[config.mk]
export PLATFORM = sky130hd
export DESIGN_NAME = calendar_date_offset
export DESIGN_NICKNAME = d
export VERILOG_FILES = /design/src/rtl/cdo_pkg.sv /design/src/rtl/cdo_dnum.sv /design/src/rtl/cdo_dsplit.sv /design/src/rtl/calendar_date_offset.sv
export SDC_FILE = /design/constraint.sdc
export NUM_CORES = 2
export LEC_CHECK = 0
export BUFFER_PORTS_ARGS = -buffer_cell sky130_fd_sc_hd__buf_4
export CAP_MARGIN = 10
export CELL_PAD_IN_SITES_DETAIL_PLACEMENT = 0
export CELL_PAD_IN_SITES_GLOBAL_PLACEMENT = 1
export CORE_ASPECT_RATIO = 0.75
export CORE_MARGIN = 1
export CORE_UTILIZATION = 50
export CTS_CLUSTER_DIAMETER = 200
export DETAILED_ROUTE_END_ITERATION = 10
export GPL_TIMING_DRIVEN = 0
export PLACE_DENSITY = 0.82
export SETUP_SLACK_MARGIN = 0.05
export SYNTH_ARGS = -nofsm -noshare
export SYNTH_HDL_FRONTEND = slang
export SYNTH_HIERARCHICAL = 1
export SYNTH_SLANG_ARGS = --single-unit
[constraint.sdc]
create_clock -name clock -period 8 [get_ports clock]
set_input_delay 0 -clock clock [delete_from_list [all_inputs] [get_ports clock]]
set_output_delay 0 -clock clock [all_outputs]
set_load 0.05 [all_outputs]
[src/rtl/cdo_pkg.sv]
// Shared types, constants and helper functions of the calendar date offset block.
package cdo_pkg;

   localparam int DAY_W = 21;

   localparam logic [20:0] DAYS_PER_ERA   = 21'd146097;
   localparam logic [17:0] DAYS_PER_CENT  = 18'd36524;
   localparam logic [17:0] LAST_ERA_DAY   = 18'd146096;
   localparam logic [13:0] YEAR_BIAS      = 14'd400;
   localparam logic [13:0] YEAR_LOW       = 14'd1600;
   localparam logic [13:0] YEAR_HIGH      = 14'd4095;
   localparam logic [3:0]  MONTH_NONE     = 4'd0;
   localparam logic [3:0]  MONTH_LAST     = 4'd12;
   localparam logic [3:0]  MONTH_FEB      = 4'd2;
   localparam logic [3:0]  ERA_COUNT      = 4'd11;

   typedef struct packed {
      logic [11:0] year;
      logic [3:0]  month;
      logic [4:0]  day;
   } date_type;

   typedef struct packed {
      date_type    date;
      logic [2:0]  wd0;
   } side_type;

   typedef struct packed {
      logic [13:0] year;
      logic [3:0]  month;
      logic [4:0]  day;
      logic [2:0]  wd;
   } result_type;

   // Day of the year at which each month starts, counted from the first of March.
   function automatic logic [8:0] month_start(input logic [3:0] mp);
      logic [8:0] s;
      case (mp)
         4'd0:    s = 9'd0;
         4'd1:    s = 9'd31;
         4'd2:    s = 9'd61;
         4'd3:    s = 9'd92;
         4'd4:    s = 9'd122;
         4'd5:    s = 9'd153;
         4'd6:    s = 9'd184;
         4'd7:    s = 9'd214;
         4'd8:    s = 9'd245;
         4'd9:    s = 9'd275;
         4'd10:   s = 9'd306;
         4'd11:   s = 9'd337;
         default: s = 9'd0;
      endcase
      return s;
   endfunction

   function automatic logic [20:0] era_base(input logic [3:0] era);
      return 21'(era) * DAYS_PER_ERA;
   endfunction

   // Residue modulo seven by folding three-bit groups, since eight is one modulo seven.
   function automatic logic [2:0] mod7(input logic [20:0] n);
      logic [5:0] s1;
      logic [3:0] s2;
      logic [3:0] s3;
      s1 = 6'(n[2:0]) + 6'(n[5:3]) + 6'(n[8:6]) + 6'(n[11:9]) + 6'(n[14:12])
         + 6'(n[17:15]) + 6'(n[20:18]);
      s2 = 4'(s1[2:0]) + 4'(s1[5:3]);
      s3 = 4'(s2[2:0]) + 4'(s2[3]);
      return (s3 >= 4'd7) ? 3'(s3 - 4'd7) : s3[2:0];
   endfunction

   // Day number zero falls on a Wednesday, so the weekday is the residue plus three.
   function automatic logic [2:0] weekday_of(input logic [20:0] n);
      logic [3:0] r;
      r = 4'(mod7(n)) + 4'd3;
      return (r >= 4'd7) ? 3'(r - 4'd7) : r[2:0];
   endfunction

endpackage

[src/rtl/cdo_dnum.sv]
// Three-stage pipeline that turns a calendar date into a day number.
module cdo_dnum (
   input  logic                        clock,
   input  logic                        reset,
   input  logic                        in_valid,
   output logic                        in_ready,
   input  cdo_pkg::date_type           in_date,
   input  logic signed [16:0]          in_offset,
   output logic                        out_valid,
   input  logic                        out_ready,
   output logic [cdo_pkg::DAY_W-1:0]   out_day_num,
   output cdo_pkg::date_type           out_date,
   output logic signed [16:0]          out_offset
);
   import cdo_pkg::*;

   logic [2:0]         vld_ff;
   logic [2:0]         vld_in;
   logic [2:0]         rdy;

   date_type           date_ff [0:2];
   logic signed [16:0] off_ff  [0:2];

   logic [13:0]        ys;
   logic [13:0]        yadj;
   logic [3:0]         mn;
   logic [3:0]         mp;
   logic [12:0]        yy_in;
   logic [12:0]        yy_ff;
   logic signed [9:0]  doym_in;
   logic signed [9:0]  doym_ff [0:1];

   logic [21:0]        prod100;
   logic [19:0]        prod400;
   logic [20:0]        p365_in;
   logic [20:0]        p365_ff;
   logic [5:0]         q100_in;
   logic [5:0]         q100_ff;
   logic [3:0]         q400_in;
   logic [3:0]         q400_ff;
   logic [10:0]        q4_ff;

   logic [20:0]        n0_in;
   logic [20:0]        n0_ff;

   always_comb begin
      rdy[2] = !vld_ff[2] || out_ready;
      rdy[1] = !vld_ff[1] || rdy[2];
      rdy[0] = !vld_ff[0] || rdy[1];
      vld_in[0] = rdy[0] ? in_valid  : vld_ff[0];
      vld_in[1] = rdy[1] ? vld_ff[0] : vld_ff[1];
      vld_in[2] = rdy[2] ? vld_ff[1] : vld_ff[2];
   end

   always_comb begin
      ys = {2'b00, in_date.year};
      mn = in_date.month;
      if (in_date.month == MONTH_NONE) begin
         ys = {2'b00, in_date.year} - 14'd1;
         mn = MONTH_LAST;
      end else if (in_date.month inside {[4'd13:4'd15]}) begin
         ys = {2'b00, in_date.year} + 14'd1;
         mn = in_date.month - MONTH_LAST;
      end
      if (mn > MONTH_FEB) begin
         mp   = mn - 4'd3;
         yadj = ys;
      end else begin
         mp   = mn + 4'd9;
         yadj = ys - 14'd1;
      end
      yy_in   = 13'(yadj + YEAR_BIAS);
      doym_in = $signed({1'b0, month_start(mp)}) + $signed({5'b00000, in_date.day})
              - 10'sd1;
   end

   always_comb begin
      p365_in = 21'(yy_ff) * 21'd365;
      prod100 = 22'(yy_ff[12:2]) * 22'd1311;
      prod400 = 20'(yy_ff[12:4]) * 20'd1311;
      q100_in = prod100[20:15];
      q400_in = prod400[18:15];
   end

   assign n0_in = p365_ff + 21'(q4_ff) - 21'(q100_ff) + 21'(q400_ff) + 21'(doym_ff[1]);

   always_ff @(posedge clock) begin
      if (reset) begin
         vld_ff <= '0;
      end else begin
         vld_ff <= vld_in;
      end
   end

   always_ff @(posedge clock) begin
      if (rdy[0]) begin
         yy_ff      <= yy_in;
         doym_ff[0] <= doym_in;
         date_ff[0] <= in_date;
         off_ff[0]  <= in_offset;
      end
      if (rdy[1]) begin
         p365_ff    <= p365_in;
         q4_ff      <= yy_ff[12:2];
         q100_ff    <= q100_in;
         q400_ff    <= q400_in;
         doym_ff[1] <= doym_ff[0];
         date_ff[1] <= date_ff[0];
         off_ff[1]  <= off_ff[0];
      end
      if (rdy[2]) begin
         n0_ff      <= n0_in;
         date_ff[2] <= date_ff[1];
         off_ff[2]  <= off_ff[1];
      end
   end

   assign in_ready    = rdy[0];
   assign out_valid   = vld_ff[2];
   assign out_day_num = n0_ff;
   assign out_date    = date_ff[2];
   assign out_offset  = off_ff[2];

endmodule

[src/rtl/cdo_dsplit.sv]
// Seven-stage pipeline that turns a day number back into year, month, day and weekday.
module cdo_dsplit (
   input  logic                        clock,
   input  logic                        reset,
   input  logic                        in_valid,
   output logic                        in_ready,
   input  logic [cdo_pkg::DAY_W-1:0]   in_day_num,
   input  cdo_pkg::side_type           in_side,
   output logic                        out_valid,
   input  logic                        out_ready,
   output cdo_pkg::result_type         out_res,
   output cdo_pkg::side_type           out_side
);
   import cdo_pkg::*;

   logic [6:0]   vld_ff;
   logic [6:0]   vld_in;
   logic [6:0]   rdy;

   side_type     side_ff [0:6];
   logic [2:0]   wd_ff   [0:5];
   logic [17:0]  doe_ff  [0:4];
   logic [3:0]   era_ff  [0:4];
   logic [8:0]   yoe_ff  [3:4];

   logic [3:0]   era_in;
   logic [17:0]  doe_in;

   logic [32:0]  prod_a;
   logic [6:0]   a_in;
   logic [6:0]   a_ff;
   logic [2:0]   b_in;
   logic [2:0]   b_ff;
   logic         c_ff;

   logic [17:0]  t_in;
   logic [17:0]  t_ff;

   logic [36:0]  prod_t;

   logic [16:0]  prod_q;
   logic [17:0]  sub_in;
   logic [17:0]  sub_ff;

   logic [8:0]   doy_in;
   logic [8:0]   doy_ff;
   logic [12:0]  yr_in;
   logic [12:0]  yr_ff;

   logic [3:0]   mp;
   result_type   res_in;
   result_type   res_ff;

   always_comb begin
      rdy[6] = !vld_ff[6] || out_ready;
      for (int s = 5; s >= 0; s--) begin
         rdy[s] = !vld_ff[s] || rdy[s + 1];
      end
      vld_in[0] = rdy[0] ? in_valid : vld_ff[0];
      for (int s = 1; s < 7; s++) begin
         vld_in[s] = rdy[s] ? vld_ff[s - 1] : vld_ff[s];
      end
   end

   always_comb begin
      era_in = '0;
      for (int k = 1; k <= int'(ERA_COUNT); k++) begin
         if (in_day_num >= era_base(4'(k))) begin
            era_in = 4'(k);
         end
      end
      doe_in = 18'(in_day_num - era_base(era_in));
   end

   always_comb begin
      prod_a = 33'(doe_ff[0][17:2]) * 33'd91930;
      a_in   = prod_a[31:25];
      b_in   = '0;
      for (int k = 1; k <= 4; k++) begin
         if (doe_ff[0] >= 18'(k) * DAYS_PER_CENT) begin
            b_in = 3'(k);
         end
      end
   end

   assign t_in   = doe_ff[1] - 18'(a_ff) + 18'(b_ff) - 18'(c_ff);
   assign prod_t = 37'(t_ff) * 37'd367720;

   always_comb begin
      prod_q = 17'(yoe_ff[3][8:2]) * 17'd1311;
      sub_in = 18'(yoe_ff[3]) * 18'd365 + 18'(yoe_ff[3][8:2]) - 18'(prod_q[16:15]);
   end

   assign doy_in = 9'(doe_ff[4] - sub_ff);
   assign yr_in  = 13'(era_ff[4]) * 13'd400 + 13'(yoe_ff[4]);

   always_comb begin
      mp = '0;
      for (int k = 1; k < 12; k++) begin
         if (doy_ff >= month_start(4'(k))) begin
            mp = 4'(k);
         end
      end
      res_in.day   = 5'(doy_ff - month_start(mp) + 9'd1);
      res_in.month = (mp < 4'd10) ? mp + 4'd3 : mp - 4'd9;
      res_in.year  = 14'(yr_ff) + 14'(mp >= 4'd10) - YEAR_BIAS;
      res_in.wd    = wd_ff[5];
   end

   always_ff @(posedge clock) begin
      if (reset) begin
         vld_ff <= '0;
      end else begin
         vld_ff <= vld_in;
      end
   end

   always_ff @(posedge clock) begin
      if (rdy[0]) begin
         era_ff[0]  <= era_in;
         doe_ff[0]  <= doe_in;
         wd_ff[0]   <= weekday_of(in_day_num);
         side_ff[0] <= in_side;
      end
      for (int s = 1; s < 7; s++) begin
         if (rdy[s]) begin
            side_ff[s] <= side_ff[s - 1];
         end
      end
      for (int s = 1; s < 6; s++) begin
         if (rdy[s]) begin
            wd_ff[s] <= wd_ff[s - 1];
         end
      end
      for (int s = 1; s < 5; s++) begin
         if (rdy[s]) begin
            doe_ff[s] <= doe_ff[s - 1];
            era_ff[s] <= era_ff[s - 1];
         end
      end
      if (rdy[1]) begin
         a_ff <= a_in;
         b_ff <= b_in;
         c_ff <= (doe_ff[0] == LAST_ERA_DAY);
      end
      if (rdy[2]) begin
         t_ff <= t_in;
      end
      if (rdy[3]) begin
         yoe_ff[3] <= prod_t[35:27];
      end
      if (rdy[4]) begin
         yoe_ff[4] <= yoe_ff[3];
         sub_ff    <= sub_in;
      end
      if (rdy[5]) begin
         doy_ff <= doy_in;
         yr_ff  <= yr_in;
      end
      if (rdy[6]) begin
         res_ff <= res_in;
      end
   end

   assign in_ready  = rdy[0];
   assign out_valid = vld_ff[6];
   assign out_res   = res_ff;
   assign out_side  = side_ff[6];

endmodule

[src/rtl/calendar_date_offset.sv]
// Top level of the calendar date offset block: day-number pipelines, offset add and result register.
//
// Usage: each beat on the req channel carries a proleptic Gregorian date and a signed day
// offset. The date is first normalised, so that day zero, month zero and months above twelve
// roll into the neighbouring month or year, then the offset is added and one beat leaves on
// the rsp channel with the resulting date and its weekday, Sunday being zero.
// When the resulting year falls outside 1600 to 4095, rsp_tuser is set, the input date is
// returned unchanged and the weekday is that of the normalised input date.
// From an accepted req beat to its rsp beat, three stages form the day number, one adds the
// offset, seven split the sum back into a date through constant reciprocal multiplies, and
// one registers the result. Throughput is one beat per cycle while rsp_tready stays high.
// Every stage carries its own valid bit and loads whenever it is empty or the stage after
// it moves, so a stall on rsp_tready fills bubbles first and only then lowers req_tready;
// nothing is lost or repeated.
// Reset clears all valid bits, which empties the pipeline; the data registers are not reset.
module calendar_date_offset (
   input  logic        clock,
   input  logic        reset,
   input  logic        req_tvalid,
   output logic        req_tready,
   input  logic [39:0] req_tdata,  // year_in[11:0], month_in[15:12], day_in[20:16],
                                   // day_offset[37:21], zero[39:38]
   output logic        rsp_tvalid,
   input  logic        rsp_tready,
   output logic [23:0] rsp_tdata,  // year_out[11:0], month_out[15:12], day_out[20:16],
                                   // week_day[23:21]
   output logic [0:0]  rsp_tuser   // out_of_range[0]
);
   import cdo_pkg::*;

   date_type           req_date;
   logic signed [16:0] req_offset;

   logic               dn_valid;
   logic               dn_ready;
   logic [DAY_W-1:0]   dn_num;
   date_type           dn_date;
   logic signed [16:0] dn_offset;

   logic               add_vld_ff;
   logic               add_rdy;
   logic [DAY_W-1:0]   n1_in;
   logic [DAY_W-1:0]   n1_ff;
   side_type           side_in;
   side_type           side_ff;

   logic               ds_in_ready;
   logic               ds_valid;
   logic               ds_ready;
   result_type         ds_res;
   side_type           ds_side;

   logic               oor;
   logic               out_vld_ff;
   logic [11:0]        year_in;
   logic [11:0]        year_ff;
   logic [3:0]         month_in;
   logic [3:0]         month_ff;
   logic [4:0]         day_in;
   logic [4:0]         day_ff;
   logic [2:0]         wd_in;
   logic [2:0]         wd_ff;
   logic               oor_ff;

   assign req_date.year  = req_tdata[11:0];
   assign req_date.month = req_tdata[15:12];
   assign req_date.day   = req_tdata[20:16];
   assign req_offset     = $signed(req_tdata[37:21]);

   cdo_dnum u_dnum (
      .clock       (clock),
      .reset       (reset),
      .in_valid    (req_tvalid),
      .in_ready    (req_tready),
      .in_date     (req_date),
      .in_offset   (req_offset),
      .out_valid   (dn_valid),
      .out_ready   (dn_ready),
      .out_day_num (dn_num),
      .out_date    (dn_date),
      .out_offset  (dn_offset)
   );

   assign add_rdy      = !add_vld_ff || ds_in_ready;
   assign dn_ready     = add_rdy;
   assign n1_in        = dn_num + 21'(dn_offset);
   assign side_in.date = dn_date;
   assign side_in.wd0  = weekday_of(dn_num);

   always_ff @(posedge clock) begin
      if (reset) begin
         add_vld_ff <= 1'b0;
      end else if (add_rdy) begin
         add_vld_ff <= dn_valid;
      end
   end

   always_ff @(posedge clock) begin
      if (add_rdy) begin
         n1_ff   <= n1_in;
         side_ff <= side_in;
      end
   end

   cdo_dsplit u_dsplit (
      .clock      (clock),
      .reset      (reset),
      .in_valid   (add_vld_ff),
      .in_ready   (ds_in_ready),
      .in_day_num (n1_ff),
      .in_side    (side_ff),
      .out_valid  (ds_valid),
      .out_ready  (ds_ready),
      .out_res    (ds_res),
      .out_side   (ds_side)
   );

   assign ds_ready = !out_vld_ff || rsp_tready;

   always_comb begin
      oor = ($signed(ds_res.year) < $signed(YEAR_LOW))
         || ($signed(ds_res.year) > $signed(YEAR_HIGH));
      if (oor) begin
         year_in  = ds_side.date.year;
         month_in = ds_side.date.month;
         day_in   = ds_side.date.day;
         wd_in    = ds_side.wd0;
      end else begin
         year_in  = ds_res.year[11:0];
         month_in = ds_res.month;
         day_in   = ds_res.day;
         wd_in    = ds_res.wd;
      end
   end

   always_ff @(posedge clock) begin
      if (reset) begin
         out_vld_ff <= 1'b0;
      end else if (ds_ready) begin
         out_vld_ff <= ds_valid;
      end
   end

   always_ff @(posedge clock) begin
      if (ds_ready) begin
         year_ff  <= year_in;
         month_ff <= month_in;
         day_ff   <= day_in;
         wd_ff    <= wd_in;
         oor_ff   <= oor;
      end
   end

   assign rsp_tvalid   = out_vld_ff;
   assign rsp_tdata    = {wd_ff, day_ff, month_ff, year_ff};
   assign rsp_tuser[0] = oor_ff;

`ifndef SYNTHESIS
   a_reset_empties : assert property (@(posedge clock) reset |=> !rsp_tvalid)
      else $error("Result beat present straight after reset.");

   a_month_legal : assert property (@(posedge clock) disable iff (reset)
      (rsp_tvalid && !rsp_tuser[0]) |-> (rsp_tdata[15:12] >= 4'd1 && rsp_tdata[15:12] <= 4'd12))
      else $error("Computed month outside one to twelve.");

   a_day_legal : assert property (@(posedge clock) disable iff (reset)
      (rsp_tvalid && !rsp_tuser[0]) |-> (rsp_tdata[20:16] >= 5'd1))
      else $error("Computed day of month is zero.");

   a_weekday_legal : assert property (@(posedge clock) disable iff (reset)
      rsp_tvalid |-> (rsp_tdata[23:21] <= 3'd6))
      else $error("Weekday code above Saturday.");
`endif

endmodule
# Word-level counts from Yosys, hierarchy flattened
# Memory sizes are Yosys's and may differ from the RTL's. A register that Yosys moved wholly into a read port is not among the register bits.
# Cells that the tools add are included.
[totals]
regBits = 220
ramBits = 448
mem_bits_ro = 288
inputBits = 44
output_inout_bits = 27
wordCells = 229
mem_count = 10
[op_classes]
add_sub_neg = 50
multipliers = 9
n_lt_le_gt_ge = 37
n_eq_ne = 1
muxes = 60
n_reduce_logical = 27
[memory_table]
columns = ["name", "depth", "width", "read_ports", "rd_ports_with_merged_regs", "write_ports", "line_no", "text"]
rows = [
  ["u_dsplit.side_ff", 7, 24, 7, 0, 7, "cdo_dsplit.sv:20", "side_type side_ff [0:6];"],
  ["(no name shown)", 16, 9, 1, 0, 0, "cdo_pkg.sv:38", "case (mp)"],
  ["(no name shown)", 16, 9, 1, 0, 0, "cdo_pkg.sv:38", ""],
  ["u_dsplit.doe_ff", 5, 18, 5, 0, 5, "cdo_dsplit.sv:22", "logic [17:0] doe_ff [0:4];"],
  ["u_dnum.date_ff", 3, 21, 3, 1, 3, "cdo_dnum.sv:21", "date_type date_ff [0:2];"],
  ["u_dnum.off_ff", 3, 17, 3, 0, 3, "cdo_dnum.sv:22", "logic signed [16:0] off_ff [0:2];"],
  ["4 more memories", "-", "-", "-", "-", "-", "-", ""],
]
[ops]
columns = ["op", "n"]
rows = [
  ["$ge A21 B20 Y1 const B", 4],
  ["$ge A21 B21 Y1 const B", 4],
  ["$mux W4", 13],
  ["$add A6 B3 Y6", 8],
  ["$add A21 B21 Y21", 2],
  ["$ge A21 B19 Y1 const B", 2],
  ["$mux W13", 3],
  ["$mux W3", 13],
  ["$ge A18 B17 Y1 const B", 2],
  ["$ge A9 B8 Y1 const B", 4],
  ["$mul A18 B16 Y33 const B", 1],
  ["$mul A16 B16 Y31 const B", 1],
  ["$ge A9 B9 Y1 const B", 3],
  ["$mux W1", 23],
  ["$add A21 B11 Y21", 1],
  ["$add A21 B4 Y21", 1],
  ["$ge A21 B18 Y1 const B", 1],
  ["$mul A11 B11 Y21 const B", 1],
  ["$mul A13 B9 Y21 const B", 1],
  ["$sub A21 B6 Y21", 1],
  ["$mul A9 B11 Y19 const B", 1],
  ["$add A18 B3 Y18", 1],
  ["$eq A18 B18 Y1 const B", 1],
  ["$ge A18 B16 Y1 const B", 1],
  ["other kinds (49)", 91],
]

# Depth between registers and ports, before layout
[logic_depth]
word_depth = 15
depth_mapped = 32
mapped_depth_nobuf = 32

# Cells and area by module
# The synthesis kept the hierarchy.
[modules_own_cells]
columns = ["mod", "n_inst", "cells_each", "area_per_inst_um2", "seq_area_each_um2"]
rows = [
  ["cdo_dsplit", 1, 2347, 29228.0, 11340.9],
  ["cdo_dnum", 1, 1314, 15693.8, 6366.1],
  ["calendar_date_offset", 1, 320, 4191.5, 2142.1],
]

# Worst setup path before layout
# OpenSTA, ideal clock, no wires.
[synth_path]
path_type = "reg2reg"
start = "register out_vld_ff, in the netlist rsp_tvalid"
end = "memory u_dnum/date_ff[0][0] in the netlist's numbering (enable)"
setup_ps = 777
t_arrival_ps = 6840
t_required_ps = 7223
slack_ps = 383
stages_incl_launch_ff = 11
path_buffers = 1
synth_period_minus_slack_ps = 7617
cell_sequence = "dfxtp_1 > nand2b_1 > nor2b_1 > and2_1 > and3_1 > clkbuf_1 > nand4_1 > nand2b_1 > nor2b_1 > and2_1 > nand2_1"
[synth_lines]
columns = ["item", "line_no", "text"]
rows = [
  ["start, declared", "calendar_date_offset.sv:54", "logic out_vld_ff;"],
  ["start signal, assigned", "calendar_date_offset.sv:140", "out_vld_ff <= ds_valid;"],
  ["end, declared", "cdo_dnum.sv:21", ""],
]

==> results.sh <==
export IMPL_status="finished clean"
export IMPL_critPathArrivalTime_ns=7.73
export IMPL_track_usage=0.1888
export IMPL_num_vias=27970
export IMPL_initial_core_util=0.5051
export IMPL_final_period_utilization=0.9176
export IMPL_period_needed_ns=7.341
export IMPL_reg2reg_from="n1_ff[2]$_DFFE_PP_"
export IMPL_r2r_setup_slack_ns=0.66
export IMPL_dpl_cell_count=5373
export IMPL_seq_area_frac_synth=0.4041
export IMPL_crit_top_cell="ha_1"
export IMPL_dominantRegCellSynth="edfxtp_1"
export IMPL_cp_start_kind="flop"
export IMPL_ys_types=101
export IMPL_drive_gt1_frac=0.07284
export IMPL_io_pins=71
export IMPL_crit_path_top_delay_cell="fa_1"
export IMPL_worstMarginPinSlew_ns=1.229
export IMPL_root_buffer="clkbuf_16"
export IMPL_r2r_end="u_dsplit/wd_ff[0][0]$_DFFE_PP_"
export IMPL_detail_route_antenna_nets=0
export IMPL_drt_iter0_drc=1647
export IMPL_die_w_um=363.9
export IMPL_die_h_um=273.4
export IMPL_ys_ff_latch=665
export IMPL_via_per_inst=5.059
export IMPL_path_clk_slew_ns=0.07
export IMPL_reg2regPathDepth=26
export IMPL_cts_tree="yes"
export IMPL_end_kind="flop"
export IMPL_grt_overflow_total=0
export IMPL_synth_top_area_share=0.3993
export IMPL_avgRoutedWirePerCell_um=16.24
export IMPL_final_setup_skew_ns=0.07639
export IMPL_portBuffers=68
export IMPL_fp_row_count=99
export IMPL_diodes=0
export IMPL_area_growth_pct=9.999
export IMPL_holdPathStages=2
export IMPL_synth_async_reset_ratio=0
export IMPL_synth_warnings=6
export IMPL_required_ns=8.39
export IMPL_rsz0062_at_grt="no"
export IMPL_setup_viol=0
export IMPL_cts_buffers=59
export IMPL_antenna_found_initial=1
export IMPL_crit_path_max_incr_delay_ns=0.55
export IMPL_synthCells=3981
export IMPL_routabilityCongestion=0.8910
export IMPL_min_path_type="in -> reg"
export IMPL_slew_headroom=0.1758
export IMPL_critPathKind="reg -> reg"
export IMPL_crit_path_end="u_dsplit/wd_ff[0][0]$_DFFE_PP_"
export IMPL_fin_cells=5528
export IMPL_cts_sinks=665
export IMPL_drc=0
export IMPL_core_area_um2=97240
export IMPL_drt_total_wl_mm=89.76
export IMPL_synth_edf_count=653
export IMPL_fin_setup_tns_ns=0
export IMPL_drv_slew=0
export IMPL_clockBufferDepth=3
export IMPL_cts_htree_levels=2
export IMPL_yosys_top_cells_area="edfxtp_1 40%, ha_1 19%, fa_1 16%, inv_1 6.2%, xnor2_1 2.7%"
export IMPL_worst_slack_ns=0.6593
export IMPL_dpl_hpwl_mm=69.78
export IMPL_synth_nets=5181
export IMPL_seqCellArea_um2=19850
export IMPL_startpoint="n1_ff[2]$_DFFE_PP_"
export IMPL_postLayoutCellArea_um2=54020
export IMPL_yosysTopAreaCell="edfxtp_1"
export IMPL_fin_nets=5365
export IMPL_dpl_cell_area_um2=51520
export IMPL_path_max_fanout=10
export IMPL_cap_viol_max_count=0
export IMPL_synth_avg_cell_area_um2=12.34
export IMPL_max_freq_ghz=0.1362
export IMPL_hold_viol_final=0
export IMPL_firstDrtPassIters=6
export IMPL_dieArea_um2=99500
export IMPL_grt_max_degree=77
export IMPL_synth_area_um2=49110
export IMPL_fillCellCount=7968
export IMPL_post_place_ws_ns=0.5883
export IMPL_multiInputGateArea_um2=25780
export IMPL_clock_latency_ns=0.67
export IMPL_grt_pass1_wl_mm=150.2
export IMPL_grt_pass1_vias=28450
==> cells in the mapped netlist, types with 8 or more instances <==
cell type and n:
a2111oi_0 8, a211oi_1 21, a21boi_0 12, a21o_1 48, a21oi_1 135, a31oi_1 27, and2_1 14, and3_1 21
buf_2 17, buf_4 40, clkbuf_1 15, dfxtp_1 12, edfxtp_1 653, fa_1 396, ha_1 760, inv_1 812
mux2_2 28, nand2_1 104, nand2b_1 24, nand3_1 48, nand4_1 20, nor2_1 134, nor2b_1 24, nor3_1 50
nor4_1 18, o2111ai_1 8, o211ai_1 15, o21a_1 21, o21ai_0 85, o21ai_1 8, o21bai_1 16, o31ai_1 11
or3_1 16, xnor2_1 149, xor2_1 67
==> repair_timing <==
action                                  4_1_cts  5_1_grt
resized for setup                             0        0
buffers inserted                              0        1
endpoints found under the setup margin        0        1
hold buffers                                 41        1
hold endpoints to repair                     58        2
==> final cells by class <==
| class | count | share of cell area |
|---|---|---|
| buffer | 75 | 0.008662 |
| clock buffer | 69 | 0.02858 |
| clock inverter | 42 | 0.009635 |
| inverter | 812 | 0.05646 |
| multi-input combinational | 2429 | 0.4771 |
| sequential | 665 | 0.3674 |
| tap | 1313 | 0.03041 |
| timing repair buffer | 123 | 0.02172 |
==> placed cells by master (no fill, tap or decap), types with 14 or more instances in the layout <==
cell / n
clkbuf_16: 59
or3_1: 16
nor3_1: 50
nor4_1: 18
mux2_2: 28
a211oi_1: 21
nand4_1: 20
and2_1: 14
ha_1: 760
o21bai_1: 16
dlygate4sd3_1: 42
nor2_1: 134
nor2b_1: 24
clkbuf_1: 22
and3_1: 21
a21oi_1: 135
nand2b_1: 23
nand2_1: 101
inv_1: 807
xnor2_1: 149
o21a_1: 21
fa_1: 396
xor2_1: 67
a31oi_1: 27
buf_4: 109
buf_2: 17
o211ai_1: 15
edfxtp_1: 653
a21o_1: 48
nand3_1: 47
o21ai_0: 85
==> routing by layer <==
| metal | wire [um] | up-vias | global-route usage | share of wire |
|---|---|---|---|---|
| met1 | 44240 | 13510 | 0.2776 | 0.49 |
| met2 | 40910 | 427 | 0.3026 | 0.46 |
| met3 | 3349 | 91 | 0.02357 | 0.037 |
| met5 | 0 | - | 0 | 0 |
| met4 | 1259 | 0 | 0.03487 | 0.014 |
| li1 | - | 13940 | - | - |
==> cell families after synthesis <==
kind of cell,Yosys count,share of synthesized area
AO/OA/AOI/OAI,497,0.06744
XOR/XNOR,216,0.03852
adder cells (fa/ha/maj),1156,0.3550
buffers and inverters,887,0.07159
flip-flops,665,0.4041
multiplexers,36,0.008178
AND/OR/NAND/NOR,524,0.05510
==> stage by stage <==
stage	hold slack [ns]	utilization
3_5_place_dp	0.1796	0.5298
6_report	0.06841	0.5556
3_3_place_gp	0.1779	0.5272
5_1_grt	0.03831	0.5556
4_1_cts	0.01479	0.5553
2_1_floorplan	0.06907	-
==> how the worst min path moves through the flow <==
stage                       start                            end  slack (ns)
CTS                 req_tdata[30]  u_dnum/off_ff[0][9]$_DFFE_PP_        0.01
global route        req_tdata[30]  u_dnum/off_ff[0][9]$_DFFE_PP_        0.04
floorplan                   reset        add_vld_ff$_SDFFE_PP0P_        0.07
global placement    req_tdata[27]  u_dnum/off_ff[0][6]$_DFFE_PP_        0.18
finish              req_tdata[30]  u_dnum/off_ff[0][9]$_DFFE_PP_        0.07
detailed placement  req_tdata[30]  u_dnum/off_ff[0][9]$_DFFE_PP_        0.18
==> worst max-delay path: cells and delay by family, from the launching register on <==
kind / cells / cell delay (ns)
adder cells (fa/ha/maj): 10 / 3.82
AO/OA/AOI/OAI: 8 / 1.39
buffers and inverters: 4 / 0.67
multiplexers: 1 / 0.48
flip-flops: 1 / 0.39
XOR/XNOR: 2 / 0.30
AND/OR/NAND/NOR: 1 / 0.09
==> state kept, by name (all words and copies together), names as in the netlist, 24 cells and up <==
| register | count |
|---|---|
| u_dsplit/out_res | 26 |
| side_ff | 24 |
| u_dnum/off_ff | 51 |
| u_dsplit/side_ff | 168 |
| u_dnum/date_ff | 63 |
| u_dsplit/doe_ff | 63 |
Power is left out: the tool's default activity adds up to more than one toggle a clock period on the data nets, which glitch-free logic cannot reach.
